$ cat src/rtl/pvpe_div.sv
// ----------------------------------------------------------------------------
// pvpe_div
// Pipelined restoring divider, one quotient bit per register stage, with a
// sideband that travels alongside. The upper dividend part must be below
// the divisor.
// ----------------------------------------------------------------------------
module pvpe_div #(
  parameter int unsigned DW = 31,
  parameter int unsigned QW = 32,
  parameter int unsigned SW = 1
) (
  input  logic          clk_i,
  input  logic          rst_ni,
  input  logic          en_i,
  input  logic          in_valid_i,
  input  logic [DW-1:0] num_hi_i,
  input  logic [QW-1:0] num_lo_i,
  input  logic [DW-1:0] den_i,
  input  logic [SW-1:0] side_i,
  output logic          out_valid_o,
  output logic [QW-1:0] quo_o,
  output logic [SW-1:0] side_o
);

  logic [DW-1:0] rem_q  [QW];
  logic [QW-1:0] lo_q   [QW];
  logic [DW-1:0] den_q  [QW];
  logic [SW-1:0] side_q [QW];
  logic          v_q    [QW];

  for (genvar k = 0; k < QW; k++) begin : g_stage
    logic [DW-1:0] rem_in;
    logic [QW-1:0] lo_in;
    logic [DW-1:0] den_in;
    logic [SW-1:0] side_in;
    logic          v_in;
    logic [DW:0]   trial;
    logic          ge;

    if (k == 0) begin : g_first
      assign rem_in  = num_hi_i;
      assign lo_in   = num_lo_i;
      assign den_in  = den_i;
      assign side_in = side_i;
      assign v_in    = in_valid_i;
    end else begin : g_next
      assign rem_in  = rem_q[k-1];
      assign lo_in   = lo_q[k-1];
      assign den_in  = den_q[k-1];
      assign side_in = side_q[k-1];
      assign v_in    = v_q[k-1];
    end

    assign trial = {rem_in, lo_in[QW-1]};
    assign ge    = trial >= {1'b0, den_in};

    always_ff @(posedge clk_i or negedge rst_ni) begin
      if (!rst_ni) begin
        v_q[k] <= 1'b0;
      end else if (en_i) begin
        v_q[k] <= v_in;
      end
    end

    always_ff @(posedge clk_i) begin
      if (en_i) begin
        rem_q[k]  <= ge ? DW'(trial - {1'b0, den_in}) : trial[DW-1:0];
        lo_q[k]   <= {lo_in[QW-2:0], ge};
        den_q[k]  <= den_in;
        side_q[k] <= side_in;
      end
    end
  end

  assign out_valid_o = v_q[QW-1];
  assign quo_o       = lo_q[QW-1];
  assign side_o      = side_q[QW-1];

endmodule

$ cat config.mk
export PLATFORM = sky130hd
export DESIGN_NAME = pvpe_div
export DESIGN_NICKNAME = d
export VERILOG_FILES = /design/src/rtl/pvpe_div.sv
export SDC_FILE = /design/constraint.sdc
export NUM_CORES = 2
export LEC_CHECK = 0
export BUFFER_PORTS_ARGS = -buffer_cell sky130_fd_sc_hd__buf_2
export CAP_MARGIN = 20
export CORE_ASPECT_RATIO = 1.25
export CORE_UTILIZATION = 44
export CTS_CLUSTER_DIAMETER = 30
export DETAILED_ROUTE_END_ITERATION = 12
export HOLD_SLACK_MARGIN = 0.05
export SLEW_MARGIN = 20
export SYNTH_ARGS = -nofsm -noshare
export SYNTH_HDL_FRONTEND = slang
export SYNTH_SLANG_ARGS = --single-unit
$ cat constraint.sdc
create_clock -name clk_i -period 10.4 [get_ports clk_i]
set_input_delay 0.52 -clock clk_i [delete_from_list [all_inputs] [get_ports clk_i]]
set_output_delay 0.52 -clock clk_i [all_outputs]
set_load 0.05 [all_outputs]
==> out/qor.json <==
{
  "drt-wirelength-per-cell_um": 19.6,
  "hold_path.class": "in -> reg",
  "clock_power_share_pct": 31.4,
  "dieArea_mm2": 0.350,
  "synth_ff_type": "sky130_fd_sc_hd__edfxtp_1",
  "power_frac_comb_pct": 36.6,
  "report.final.setup_viol": 0,
  "holdCritStartpoint": "num_hi_i[30]",
  "antenna_violations_before_repair": 5,
  "yosysMostFrequentCell": "sky130_fd_sc_hd__edfxtp_1",
  "drt_pass1_iterations": 8,
  "synth-edff-count": 2978,
  "slew_headroom_pct": 12.7,
  "slew_violations": 0,
  "powerDensity_mw_per_mm2": 338,
  "criticalPathCategory": "reg -> reg",
  "syn_area_mm2": 0.153,
  "drt-total-wl_um": 361000,
  "switchingPower_uw": 21500,
  "avgSynthCellArea_um2": 12.1,
  "cp-end-kind": "flop",
  "area.growth.synth_to_final_pct": 18.1,
  "synth_nets": 13700,
  "max_cap_viol_count": 0,
  "max-vdd-ir-drop_mv": 0.212,
  "timing.critical_path.fanout_max": 34,
  "route.detailed.drc": 0,
  "worstSetupStartpointType": "flop",
  "floorplan.io_pins": 133,
  "critical_path.reg2reg.startpoint": "den_q[11][0]$_DFFE_PP_",
  "finClkSkew_ns": 0.0600,
  "core_region_area_mm2": 0.345,
  "r2r_cells": 13,
  "globalplace.congestion": 0.937,
  "rsz0062_at_grt": "false",
  "dr.first_iter.drc_count": 6590,
  "yosys-top-cells-area": "sky130_fd_sc_hd__edfxtp_1 59%, sky130_fd_sc_hd__ha_1 8.1%, sky130_fd_sc_hd__a21oi_1 3.2%, sky130_fd_sc_hd__inv_1 3.1%, sky130_fd_sc_hd__o21ai_0 2.8%",
  "cell_internal_pwr_uw": 39400,
  "worstSetupEndpoint": "rem_q[0][394]$_DFFE_PP_",
  "syn-instance-count": 12600,
  "area_taken_by_multi_input_logic_gates_mm2": 0.0569,
  "power_leakage_uw": 0.0727,
  "clock_pin_slew_of_the_registers_on_the_worst_case_setup_and_hold_paths_ns": 0.05,
  "req_time_crit_path_ns": 11.13,
  "grt_pass1_wl_um": 558000,
  "grt_remaining_overflow": 0,
  "die_height_um": 661,
  "status": "finished clean",
  "yosys.area.top_type_share_pct": 58.5,
  "postSynthRegisterBits": 3010,
  "initial_core_util_pct": 44.3,
  "finish.utilization_pct": 52.3,
  "grt_pass1_vias": 99300,
  "ant_nets": 0,
  "yosys.cell_types.count": 95,
  "cts.sink_count": 3010,
  "die_w_um": 529,
  "sequential_cell_area_fraction_in_the_yosys_report_pct": 59.1,
  "timing.rr.end": "rem_q[0][394]$_DFFE_PP_",
  "clock_insertion_delay_worst_skew_ns": 1.04,
  "postCtsResizedCells": 0,
  "finish.net_count": 14400,
  "drive_gt1_share_pct": 11.7,
  "power_frac_seq_pct": 32.0,
  "area.sequential_mm2": 0.0902,
  "fraction_of_power_spent_switching_nets_pct": 35.3,
  "final_min_period_over_clock_period_pct": 44.4,
  "synthDominantAreaCellType": "sky130_fd_sc_hd__edfxtp_1",
  "place.detailed.hpwl_um": 266000,
  "clock_tree.root_cell": "sky130_fd_sc_hd__clkbuf_16",
  "tritoncts": "yes",
  "finalHoldViolations": 0,
  "tightest_slew_ns": 1.29,
  "clock_tree.htree_level_count": 6,
  "finalWorstPathRequiredPeriod_ns": 4.62,
  "cts-root-to-sink-buffers": 4,
  "setup.reg_to_reg.worst_slack_ns": 5.78,
  "portBuffers": 132,
  "core.rowCount": 241,
  "grtUsageTotal_pct": 20.3,
  "filler_instances": 29500,
  "hold-path-cell-count": 5,
  "arrival_ns": 5.34,
  "grt_max_degree": 180,
  "fin_tns_setup_ns": 0,
  "proportion_of_register_bits_with_asynchronous_set_or_reset_after_synthesis_pct": 1.06,
  "max_freq_mhz": 217,
  "post_drt_via_cell_ratio": 5.37,
  "number_of_warning_messages_in_the_yosys_log": 0,
  "num_vias": 98600,
  "synth_commonest_cells": "2,978 x sky130_fd_sc_hd__edfxtp_1, 1,263 x sky130_fd_sc_hd__inv_1, 992 x sky130_fd_sc_hd__ha_1, 971 x sky130_fd_sc_hd__a21oi_1, 933 x sky130_fd_sc_hd__nand2_1",
  "crit_start": "den_q[11][0]$_DFFE_PP_",
  "cts_inserted_buffers": 582
}
power groups by stage:
| stage | Clock (µW) | Sequential (µW) | Combinational (µW) |
|---|---|---|---|
| after global routing | 20100 | 19700 | 24900 |
| after CTS | 19600 | 19600 | 22400 |
| final | 19100 | 19500 | 22300 |
| after global placement | 0 | 19800 | 21800 |
| after floorplan | 0 | 18500 | 17100 |
| after detailed placement | 0 | 19800 | 22200 |
cell families after synthesis:
family | share of synthesized area [%]
AOI/OAI and AO/OA | 13.5
DFF | 59.1
and+or+nand+nor | 8.14
buffers and inverters | 3.80
adders and majority gates | 8.53
xor gates and xnor gates | 4.50
muxes | 2.49
final cells by class:
class	instances	share of cell area, %
multi-input cells	8084	31.5
clock buffers	644	8.30
repair buffers	295	1.29
inverters	1266	2.63
clock inverters	434	3.00
flip-flops and latches	3010	50.0
well taps	4617	3.20
diodes	6	0.00832
per-stage QoR:
| step | hold WS, ns | total power (µW) | area, µm² | setup WS (ns) | std cells |
|---|---|---|---|---|---|
| 2_1_floorplan | 0.224 | 35600 | 153000 | 6.86 | 12600 |
| 3_3_place_gp | 0.400 | 41600 | 159000 | 5.85 | 17200 |
| 3_5_place_dp | 0.405 | 41900 | 159000 | 5.86 | 17200 |
| 4_1_cts | 0.0876 | 61500 | 180000 | 5.82 | 18300 |
| 5_1_grt | 0.160 | 64800 | 180000 | 5.47 | 18400 |
| 6_report | 0.173 | 61000 | 180000 | 5.78 | 18400 |
flip-flops by register name (all words and copies together) (netlist names):
signal / flops
den_q: 961
g_stage.v_in: 31
lo_q: 1024
out_valid_o: 1
rem_q: 961
side_q: 32
critical path: stages (launching register included):
cell and delay (ns):
sky130_fd_sc_hd__edfxtp_1 0.40, sky130_fd_sc_hd__ha_1 0.23, sky130_fd_sc_hd__fa_1 0.41, sky130_fd_sc_hd__nor2b_1 0.13, sky130_fd_sc_hd__o21ai_0 0.11, sky130_fd_sc_hd__a21boi_0 0.47, sky130_fd_sc_hd__o311ai_1 0.29, sky130_fd_sc_hd__o211ai_1 0.31
sky130_fd_sc_hd__a21oi_1 0.15, sky130_fd_sc_hd__o221ai_1 0.53, sky130_fd_sc_hd__a21oi_2 0.10, sky130_fd_sc_hd__buf_4 0.26, sky130_fd_sc_hd__inv_2 0.52, sky130_fd_sc_hd__mux2_2 0.41
per-layer routing:
metal | wire length (µm) | GRT usage, % | vias up | part of all wire, %
met5 | 0 | 0 | - | 0
met4 | 17100 | 9.59 | 0 | 4.8
met3 | 13100 | 2.83 | 822 | 3.6
met2 | 191000 | 37.8 | 2181 | 53
met1 | 140000 | 22.6 | 47600 | 39
li1 | - | - | 48000 | -
layout by cell type (no fill, tap or decap), drive strengths merged, types with 32 or more instances in the layout:
master	count
a211oi	78
o31ai	75
nor4	32
and3	75
o31a	44
o21ai	879
o211ai	59
nand2b	149
edfxtp	2978
a21oi	974
nand4	162
nand3	145
ha	992
clkinvlp	71
o21bai	112
xor2	327
mux2	315
xnor2	457
a21boi	38
or2	37
a21o	496
nor2b	134
dlygate4sd3	98
clkinv	182
buf	197
and2	38
a31oi	107
nor2	659
or3	52
o21a	129
inv	1373
clkbuf	644
nand2	933
bufinv	74
dfrtp	32
nor3	136
how the worst min path moves through the flow:
stage,endpoint,slack [ns]
2_1_floorplan,g_stage[10].v_in$_DFFE_PN0P_,0.22
3_3_place_gp,lo_q[5][43]$_DFFE_PP_,0.40
3_5_place_dp,lo_q[0][107]$_DFFE_PP_,0.40
4_1_cts,rem_q[0][27]$_DFFE_PP_,0.09
5_1_grt,lo_q[0][28]$_DFFE_PP_,0.16
6_report,rem_q[0][27]$_DFFE_PP_,0.17
repair_timing:
| action | 4_1_cts | 5_1_grt |
|---|---|---|
| hold endpoints to repair | 193 | 0 |
| setup buffers | 0 | 0 |
| hold buffers | 99 | 0 |
(Power assumes the default switching activity.)
