File: src/rtl/pvpe_pkg.sv
// ----------------------------------------------------------------------------
// pvpe_pkg
// Shared types, constants and helper functions of the pseudo-Voigt peak
// evaluation unit.
// ----------------------------------------------------------------------------
package pvpe_pkg;

  localparam int unsigned EXP_FRAC_BITS = 20;

  localparam logic [29:0] LN2_Q30      = 30'd744261118;
  localparam logic [31:0] HEIGHT_RESET = 32'd65536;
  localparam logic [31:0] CENTER_RESET = 32'd0;
  localparam logic [30:0] WIDTH_RESET  = 31'd65536;
  localparam logic [16:0] SHAPE_RESET  = 17'd32768;
  localparam logic [16:0] ETA_ONE      = 17'd65536;

  typedef enum logic [1:0] {
    REG_HEIGHT,
    REG_CENTER,
    REG_WIDTH,
    REG_SHAPE
  } cfg_reg_e;

  typedef struct packed {
    logic [31:0] value;
    logic [16:0] d_height;
    logic [31:0] d_center;
    logic [31:0] d_width;
    logic [31:0] d_shape;
    logic [31:0] slope;
  } res_t;

  // 2^(-2^-idx) in Q0.30 by repeated integer square roots
  function automatic logic [29:0] exp_coef(int unsigned idx);
    logic [63:0] c;
    logic [63:0] v;
    logic [63:0] res;
    logic [63:0] bit_w;
    c = 64'd1 << 29;
    for (int unsigned i = 1; i <= EXP_FRAC_BITS; i++) begin
      if (i <= idx) begin
        v   = c << 30;
        res = 64'd0;
        for (int k = 31; k >= 0; k--) begin
          bit_w = 64'd1 << (2 * k);
          if (v >= res + bit_w) begin
            v   = v - (res + bit_w);
            res = (res >> 1) + bit_w;
          end else begin
            res = res >> 1;
          end
        end
        c = res;
      end
    end
    return c[29:0];
  endfunction

  // apply sign to a magnitude and saturate to 32 bit signed
  function automatic logic [31:0] sat32(logic neg, logic [32:0] mag);
    logic [32:0] m;
    m = (mag > 33'h080000000) ? 33'h080000000 : mag;
    if (!neg) begin
      return (mag > 33'h07FFFFFFF) ? 32'h7FFFFFFF : mag[31:0];
    end
    return ~m[31:0] + 32'd1;
  endfunction

endpackage

File: src/rtl/pvpe_skid.sv
// ----------------------------------------------------------------------------
// pvpe_skid
// Output register with one skid entry; freezes the pipeline only when both
// are full.
// ----------------------------------------------------------------------------
module pvpe_skid (
  input  logic           clk_i,
  input  logic           rst_ni,
  input  logic           pipe_valid_i,
  input  pvpe_pkg::res_t pipe_data_i,
  input  logic           out_stall_i,
  output logic           out_valid_o,
  output pvpe_pkg::res_t out_data_o,
  output logic           en_o
);
  import pvpe_pkg::*;

  logic out_v_q;
  logic skid_v_q;
  res_t out_q;
  res_t skid_q;
  logic take;
  logic load;

  assign en_o = !skid_v_q;
  assign take = pipe_valid_i && en_o;
  assign load = !out_v_q || !out_stall_i;

  always_ff @(posedge clk_i or negedge rst_ni) begin
    if (!rst_ni) begin
      out_v_q  <= 1'b0;
      skid_v_q <= 1'b0;
    end else if (load) begin
      out_v_q  <= skid_v_q || take;
      skid_v_q <= 1'b0;
    end else if (take) begin
      skid_v_q <= 1'b1;
    end
  end

  always_ff @(posedge clk_i) begin
    if (load) begin
      out_q <= skid_v_q ? skid_q : pipe_data_i;
    end else if (take) begin
      skid_q <= pipe_data_i;
    end
  end

  assign out_valid_o = out_v_q;
  assign out_data_o  = out_q;

endmodule

File: config.mk
export PLATFORM = sky130hd
export DESIGN_NAME = pvpe_skid
export DESIGN_NICKNAME = d
export VERILOG_FILES = /design/src/rtl/pvpe_pkg.sv /design/src/rtl/pvpe_skid.sv
export SDC_FILE = /design/constraint.sdc
export NUM_CORES = 1
export LEC_CHECK = 0
export ABC_AREA = 1
export BUFFER_PORTS_ARGS = -buffer_cell sky130_fd_sc_hd__buf_2
export CORE_MARGIN = 1
export CORE_UTILIZATION = 40
export CTS_CLUSTER_DIAMETER = 40
export DETAILED_ROUTE_END_ITERATION = 8
export GPL_TIMING_DRIVEN = 0
export PLACE_DENSITY = 0.66
export SLEW_MARGIN = 10
export SYNTH_ARGS = -nofsm -noshare
export SYNTH_HDL_FRONTEND = slang
export SYNTH_SLANG_ARGS = --single-unit
File: constraint.sdc
create_clock -name clk_i -period 16.35 [get_ports clk_i]
set_input_delay 2.4525 -clock clk_i [delete_from_list [all_inputs] [get_ports clk_i]]
set_output_delay 2.4525 -clock clk_i [all_outputs]
set_load 0.02 [all_outputs]
==> summary.txt, run 1 <==
Synthesis
  – Net count of the mapped netlist: 1114
  – Gate count of the mapped netlist: 933
  – Sequential share of the synthesized area: 0.825
  – Avg Inst Size Synth: ~14 sq um
  – Number of different library cells in the post-synthesis netlist: 9
  – Yosys synthesis warning count: 0
  – Syn Std Cell Area: roughly 13000 sq um
  – Synth Register Bits: between 300 and 400

Clocking
  – Clock transition at path regs: ~60 ps
  – Number of instances resized during post-cts repair: 0
  – Number of buffers added to fix hold violations after cts: 0
  – Number of buffers inserted by post-CTS setup repair: 0
  – Clock sink count: ~360
  – Clock tree from TritonCTS: built
  – Level count of the clock H-tree: 2
  – Clock root buffer master: clkbuf_16
  – Clock latency reported for the late side of the worst-skew pair: roughly 540 ps
  – Number of buffers between clock root and the deepest sink: 3
  – Number of CTS-inserted buffers: between 40 and 50

Critical path
  – Required time of the worst setup path: between 10000 and 15000 ps
  – Largest incremental delay on the critical path: ~360 ps
  – Nature of the critical path endpoint: primary output
  – Cell chain of the critical path: buf_4 > inv_4 > buf_2 > buf_2
  – Arrival time of data at the critical path endpoint: 1690 ps
  – Largest delay share family, worst path: buffers and inverters
  – WP buf/inv: 4
  – Cell with the largest stage delay on the worst path: dfrtp_1
  – Type of element launching the critical path: flop
  – Launching point of the worst reg2reg path: skid_v_q$_DFFE_PN0P_
  – Maximum fanout along the worst path: 10
  – Endpoint of the most critical register-to-register path: skid_q[92]$_DFFE_PP_
  – Flop-to-flop setup slack: about 14000 ps
  – Cells on worst reg2reg path: 7
  – Cell mode on critical path: buf_2
  – Crit path kind: flop to primary output

Floorplan
  – Die Outline Area: around 33000 sq um
  – Die H: around 180 um
  – Floorplan die width: approximately 180 um
  – Top Ports: 360
  – Initial Utilization: 0.408
  – Cell Rows: 65
  – Std-Cell Core Area: approximately 32000 sq um

Timing
  – Setup repair after global routing missed its margin: no
  – Final-report setup violation count: 0
  – Top achievable clock speed: approximately 0.24 GHz
  – Remaining max-slew budget at the tightest pin: 0.436
  – Period utilisation layout: 0.254
  – Actual transition at the worst max-transition pin: approximately 840 ps
  – Post-route minimum period: just over 4000 ps
  – Final Hold Vio Count: 0
  – Worst Skew: about 10 ps
  – Final-layout worst hold slack: ~500 ps
  – Count of pins over their slew limit: 0

Cells and area
  – Storage element area: roughly 11000 sq um
  – Area growth from synthesis to layout: 32.2%
  – Number of nets in the layout: 1532
  – Multi-input gate area: ~2000 sq um
  – Post-route cell area: approximately 17000 sq um
  – Layout filler cell count: roughly 2700
  – Share of final-layout standard cells stronger than drive strength 1: 0.351

Global routing
  – Number of antenna violations at the first check in global routing: 8
  – GRT busiest layer: met2
  – Vias in the first global route: 8308
  – Overall overflow remaining after global route: 0
  – Pin count of the biggest net entering global routing: between 100 and 150
  – First-pass GRT wire length: about 46000 um
  – M3 GR Usage: 0.0734
  – Grt met1 use: 0.218
  – Global-route total usage across every layer: 0.180
  – Routing usage on met2: 0.294

Routing
  – Remaining DRCs: 0
  – Average routed wire per standard cell: roughly 17 um
  – Total iterations of the first detailed-routing run: 5
  – Vias per std cell: between 4 and 5
  – Total number of vias: around 8300
  – Number of nets still failing antenna checks after routing: 0
  – Detailed Route WL: between 30000 and 40000 um
  – DRC marker count from the first detailed-route iteration: between 400 and 500

Pwr
  – Part of the power in combinational logic: 0.102
  – Max rail drop VDD: 0.000102 V
  – Internal Power: around 0.0018 W
  – Proportion of power drawn by the clock network: 0.437
  – Proportion of total power due to net switching: 0.250
  – P_sw: 0.000598 W
  – Power density of the placed cells: around 140 nW/um^2
  – Leakage: about 7.5 nW
  – Proportion of power drawn by flip-flops and latches: 0.461

Hold path
  – Classification of the worst-slack hold path: flop to flop
  – Cell count of the worst hold path: 2
  – Hold Path End: out_data_o[95]$_DFFE_PP_
  – HP Start: skid_q[95]$_DFFE_PP_

Placement
  – Total cell area at the placement stage: 15500 sq um
  – Estimated wirelength of the detail-placed design: 20600 um
  – Quantity of I/O buffers inserted on ports: roughly 360
  – Final Wtd Congestion: between 0.8 and 0.9

Run
  – Reported max-cap violation count: 0

Outcome
  – Outcome: complete, no violations
## kinds of logic after synthesis
kind of cell  count (synthesis)  share of synthesized area
simple gates                537                      0.156
flops                       356                      0.825
buf+inv                      40                     0.0194
## worst max path at each step
stage                    startpoint                     to  cells past startpoint
2_1_floorplan           out_stall_i    skid_q[0]$_DFFE_PP_                      2
3_3_place_gp            out_stall_i  skid_q[107]$_DFFE_PP_                      3
3_5_place_dp            out_stall_i  skid_q[107]$_DFFE_PP_                      5
4_1_cts        skid_v_q$_DFFE_PN0P_                   en_o                      4
5_1_grt                 out_stall_i   skid_q[87]$_DFFE_PP_                      5
6_report       skid_v_q$_DFFE_PN0P_                   en_o                      4
## sequential cells by signal, summed over array words and instances (netlist names)
register / cells
out_data_o: 177
out_valid_o: 1
skid_q: 177
skid_v_q: 1
## cell type report
class,count,share of cell area
diodes,4,0.000585
well taps,402,0.0294
repair buffers,367,0.116
inverters,1,0.000365
multi-input cells,537,0.119
plain buffers,39,0.0143
flip-flops and latches,356,0.624
clock inverters,38,0.0210
clock buffers,54,0.0752
## per-stage QoR
step	total power, W	setup slack, ps	TNS, ps	util	std cells
2_1_floorplan	0.00127	3420	0	-	933
3_3_place_gp	0.00137	-4190	-739040	0.481	1694
3_5_place_dp	0.00137	11630	0	0.487	1702
4_1_cts	0.00242	12160	0	0.539	1794
5_1_grt	0.00248	12140	0	0.539	1795
6_report	0.00239	12200	0	0.540	1798
## power by group through the flow
| stage | sequential [W] | clock [W] | combinational (W) |
|---|---|---|---|
| final | 0.00110 | 0.00104 | 0.000244 |
| after CTS | 0.00110 | 0.00107 | 0.000249 |
| after global placement | 0.00114 | 0 | 0.000236 |
| after detailed placement | 0.00112 | 0 | 0.000249 |
| after floorplan | 0.00119 | 0 | 0.0000724 |
| after global routing | 0.00111 | 0.00111 | 0.000267 |
## metal layers
layer  part of all wire  routed length [um]
met5             0.0012                  36
met4              0.021                 631
met3               0.11                3230
met2               0.47               14200
met1               0.40               12000
## worst min-delay path, cell delays in order (launching register included)
cell,delay [ps]
edfxtp_1,310
nand2_1,50
nand2_1,50
## cells in the mapped netlist
master	count	area share
edfxtp_1	354	0.82
buf_4	14	0.0081
dfrtp_1	2	0.0039
buf_2	19	0.0073
buf_6	3	0.0026
nor2_1	3	0.00087
inv_4	1	0.00048
nand2_1	534	0.15
clkbuf_1	3	0.00087
## cell usage in the layout (no fill, tap or decap)
| cell | count |
|---|---|
| inv_4 | 1 |
| buf_16 | 4 |
| clkinv_1 | 6 |
| inv_8 | 6 |
| nand2_8 | 1 |
| edfxtp_1 | 354 |
| buf_6 | 3 |
| bufinv_16 | 3 |
| clkinv_4 | 5 |
| clkinv_8 | 1 |
| inv_6 | 5 |
| buf_4 | 14 |
| nor2_1 | 2 |
| buf_2 | 378 |
| clkbuf_1 | 6 |
| clkinv_2 | 6 |
| dfrtp_1 | 2 |
| nand2_1 | 533 |
| diode_2 | 4 |
| clkbuf_16 | 51 |
| clkinvlp_4 | 6 |
| nor2_4 | 1 |
| buf_12 | 4 |
(Power assumes the default switching activity.)
==> inputs of run 2 (changes only) <==
--- a/config.mk
+++ b/config.mk
@@ -5,14 +5,13 @@
 export SDC_FILE = /design/constraint.sdc
 export NUM_CORES = 1
 export LEC_CHECK = 0
-export ABC_AREA = 1
+export ABC_AREA = 0
 export BUFFER_PORTS_ARGS = -buffer_cell sky130_fd_sc_hd__buf_2
 export CORE_MARGIN = 1
 export CORE_UTILIZATION = 40
 export CTS_CLUSTER_DIAMETER = 40
 export DETAILED_ROUTE_END_ITERATION = 8
 export GPL_TIMING_DRIVEN = 0
-export PLACE_DENSITY = 0.66
 export SLEW_MARGIN = 10
 export SYNTH_ARGS = -nofsm -noshare
 export SYNTH_HDL_FRONTEND = slang
==> constraint.sdc (replaced) <==
create_clock -name clk_i -period 4.15 [get_ports clk_i]
set_input_delay 0.6225 -clock clk_i [delete_from_list [all_inputs] [get_ports clk_i]]
set_output_delay 0.6225 -clock clk_i [all_outputs]
set_load 0.02 [all_outputs]
==> run 2 against run 1 <==
  * Via count decreased by 19%
  * Setup slack got worse by 10000 ps
  * Flip-flop and latch count stayed put
  * Largest cell class unchanged
  * Largest power group is now clock
==> summary.txt, run 2 <==
Outcome
  – Outcome: complete, no violations

Pwr
  – Power density of the placed cells: 560 nW/um^2 (+300%)
  – Internal Power: 0.00761 W (+320%)
  – Part of the power in combinational logic: 0.096 (-0.006)
  – Proportion of total power due to net switching: 0.227 (-0.0228)
  – Proportion of power drawn by flip-flops and latches: 0.439 (-0.022)
  – Leakage: 6.90 nW (-7.6%)
  – Max rail drop VDD: 0.000395 V (+290%)
  – P_sw: 0.00224 W (+270%)
  – Proportion of power drawn by the clock network: 0.464 (+0.027)
  – Total chip power: 0.00984 W (+310%)

Hold path
  – Classification of the worst-slack hold path: input pin to flop
  – HP Start: pipe_data_i[39]
  – Cell count of the worst hold path: 1 (-1)
  – Hold Path End: skid_q[39]$_DFFE_PP_

Cells and area
  – Area growth from synthesis to layout: 33.0%
  – Top library cells by usage in the layout, fill and taps aside: buf_2, edfxtp_1, mux2_2
  – Layout Utilization: 0.540 (about the same)
  – Commonest non-fill, non-tap cell in the layout: buf_2
  – Number of nets in the layout: 1158 (-24%)
  – Share of final-layout standard cells stronger than drive strength 1: 0.634 (+0.283)
  – Post-route cell area: 17600 sq um (+2.6%)

Critical path
  – Arrival time of data at the critical path endpoint: 2640 ps (+950 ps)
  – Cell mode on critical path: buf_6
  – Cell chain of the critical path: buf_6 > buf_6 > buf_6 > and4b_4 > buf_16
  – WP buf/inv: 4 (unchanged)
  – Largest delay share family, worst path: buffers and inverters
  – Cells on worst reg2reg path: 5 (-2)
  – Flop-to-flop setup slack: 1740 ps (-12100 ps)
  – Type of element launching the critical path: flop
  – Cell with the largest stage delay on the worst path: and4b_4
  – Nature of the critical path endpoint: flop
  – Maximum fanout along the worst path: 49 (+39)
  – Crit path kind: flop to flop
  – Largest incremental delay on the critical path: 790 ps (+430 ps)
  – Endpoint of the most critical register-to-register path: skid_q[68]$_DFFE_PP_
  – Launching point of the worst reg2reg path: skid_v_q$_DFFE_PN0P_
  – Required time of the worst setup path: 4380 ps (-9520 ps)

Placement
  – Final Wtd Congestion: 0.723 (-10%)
  – Total cell area at the placement stage: 15700 sq um (+1.6%)
  – Worst slack after detailed placement: 1700 ps (-9930 ps)
  – Estimated wirelength of the detail-placed design: 18400 um (-11%)
  – Quantity of I/O buffers inserted on ports: 359 (unchanged)

Floorplan
  – Top Ports: 360 (unchanged)
  – Std-Cell Core Area: 32500 sq um (+2.6%)
  – Cell Rows: 66 (+1.5%)
  – Floorplan die width: 184 um (+0.97%)
  – Initial Utilization: 0.406 (-0.00246)
  – Die Outline Area: 33700 sq um (+1.9%)
  – Die H: 184 um (+0.97%)

Synthesis
  – Gate count of the mapped netlist: 558 (-40%)
  – Sequential share of the synthesized area: 0.809 (-0.0159)
  – Number of different library cells in the post-synthesis netlist: 11 (+2)
  – Yosys synthesis warning count: 0 (unchanged)
  – Avg Inst Size Synth: 23.7 sq um (+70%)
  – Count of flip-flops with a built-in enable after synthesis: 354 (unchanged)
  – Share of async-settable or async-resettable flops after synthesis: 0.00562 (unchanged)
  – Syn Std Cell Area: 13200 sq um (+2.0%)
  – Count leader, synth: edfxtp_1
  – Commonest cells in the synthesized netlist: edfxtp_1, mux2_2, mux2_4
  – Net count of the mapped netlist: 739 (-34%)
  – Area leader, netlist: edfxtp_1
  – Main flop type after synthesis: edfxtp_1
  – Synth Register Bits: 356 (unchanged)
  – Top cells by area, synth: edfxtp_1, mux2_4, mux2_2, buf_6, dfrtp_1
  – Synth top area share: 0.805 (-0.0158)

Routing
  – Average routed wire per standard cell: 18.6 um (+11%)
  – Vias per std cell: 4.60 (about the same)
  – Remaining DRCs: 0 (unchanged)
  – Total number of vias: 6729 (-19%)
  – Detailed Route WL: 27200 um (-9.5%)
  – DRC marker count from the first detailed-route iteration: 340 (-28%)
  – Total iterations of the first detailed-routing run: 4 (-1)
  – Number of nets still failing antenna checks after routing: 0 (unchanged)

Clocking
  – Number of buffers between clock root and the deepest sink: 3 (unchanged)
  – Number of CTS-inserted buffers: 52 (+6.1%)
  – Clock root buffer master: clkbuf_16
  – Clock tree from TritonCTS: built
  – Clock transition at path regs: 60 ps (about the same)
  – Clock latency reported for the late side of the worst-skew pair: 580 ps (+40 ps)
  – Level count of the clock H-tree: 2 (unchanged)
  – Clock sink count: 356 (unchanged)

Global routing
  – First-pass GRT wire length: 40800 um (-11%)
  – Overall overflow remaining after global route: 0 (unchanged)
  – Pin count of the biggest net entering global routing: 62 (-40%)
  – Global-route total usage across every layer: 0.160 (-0.0201)
  – Vias in the first global route: 7062 (-15%)
  – Number of antenna violations at the first check in global routing: 6 (-2)

Timing
  – Worst Slack Setup Final: 1740 ps (-10460 ps)
  – Setup repair after global routing missed its margin: no
  – Remaining max-slew budget at the tightest pin: 0.556 (+0.120)
  – Final Hold Vio Count: 0 (unchanged)
  – Post-route minimum period: approximately 2400 ps
  – Count of pins over their slew limit: 0 (unchanged)
  – Top achievable clock speed: approximately 0.42 GHz
  – Final-layout worst hold slack: 228 ps (-272 ps)
  – Worst Skew: 34.9 ps (+24.6 ps)
  – Period utilisation layout: 0.580
  – Final-report setup violation count: 0 (unchanged)
  – Actual transition at the worst max-transition pin: 666 ps (-178 ps)

Run
  – Reported max-cap violation count: 0 (unchanged)
## run 2: worst register-to-register path: cells and delay by family, from the launching register on
family	cells	cell delay (ps)
DFF	1	380
and+or+nand+nor	1	790
buffers and inverters	4	850
## run 2: metal layers
layer / vias up / GRT usage / part of all wire
li1: 3109 / - / -
met1: 3281 / 0.185 / 0.39
met2: 274 / 0.256 / 0.47
met3: 57 / 0.0826 / 0.11
met4: 8 / 0.0520 / 0.021
met5: - / 0 / 0.0021
## run 2: cell type report
type,count,area (sq um)
clock inverters,41,522
clock buffers,55,1310
plain buffers,20,169
well taps,442,553
diodes,2,5.00
multi-input cells,181,2370
flip-flops and latches,356,10700
repair buffers,365,1940
inverters,1,3.75
fillers,2705,15000
## run 2: cell families after synthesis
| logic type | after synthesis | synth area share |
|---|---|---|
| AND/OR/NAND/NOR | 2 | 0.00104 |
| flip-flops | 356 | 0.809 |
| multiplexers | 177 | 0.175 |
| buffers and inverters | 21 | 0.0131 |
| AO/OA/AOI/OAI | 2 | 0.00142 |
## run 2: power by group through the flow
stage / sequential (W) / combinational, W / clock [W]
after floorplan: 0.00464 / 0.000346 / 0
after global placement: 0.00442 / 0.000929 / 0
after detailed placement: 0.00440 / 0.000962 / 0
after CTS: 0.00433 / 0.000965 / 0.00467
after global routing: 0.00435 / 0.00101 / 0.00480
final: 0.00432 / 0.000946 / 0.00457
## run 2: worst max-delay path by stage
stage                         startpoint                     to  slack (ps)  cells after the start
detailed placement  skid_v_q$_DFFE_PN0P_   skid_q[68]$_DFFE_PP_        1700                      5
finish              skid_v_q$_DFFE_PN0P_   skid_q[68]$_DFFE_PP_        1740                      5
floorplan           skid_v_q$_DFFE_PN0P_    skid_q[0]$_DFFE_PP_         560                      4
global placement    skid_v_q$_DFFE_PN0P_   skid_q[68]$_DFFE_PP_       -1000                      4
global route        skid_v_q$_DFFE_PN0P_  skid_q[148]$_DFFE_PP_        1640                      5
CTS                 skid_v_q$_DFFE_PN0P_  skid_q[148]$_DFFE_PP_        1700                      5
## run 2: stage by stage
stage               cells  TNS [ps]
floorplan             558         0
global placement     1359   -255600
detailed placement   1364         0
CTS                  1461         0
global route         1462         0
finish               1463         0
## run 2: timing repair
item | 4_1_cts | 5_1_grt
endpoints found under the hold margin | 2 | 0
gates resized for setup | 0 | 0
buffers inserted | 0 | 0
setup endpoints to repair | 0 | 0
hold buffers | 1 | 0
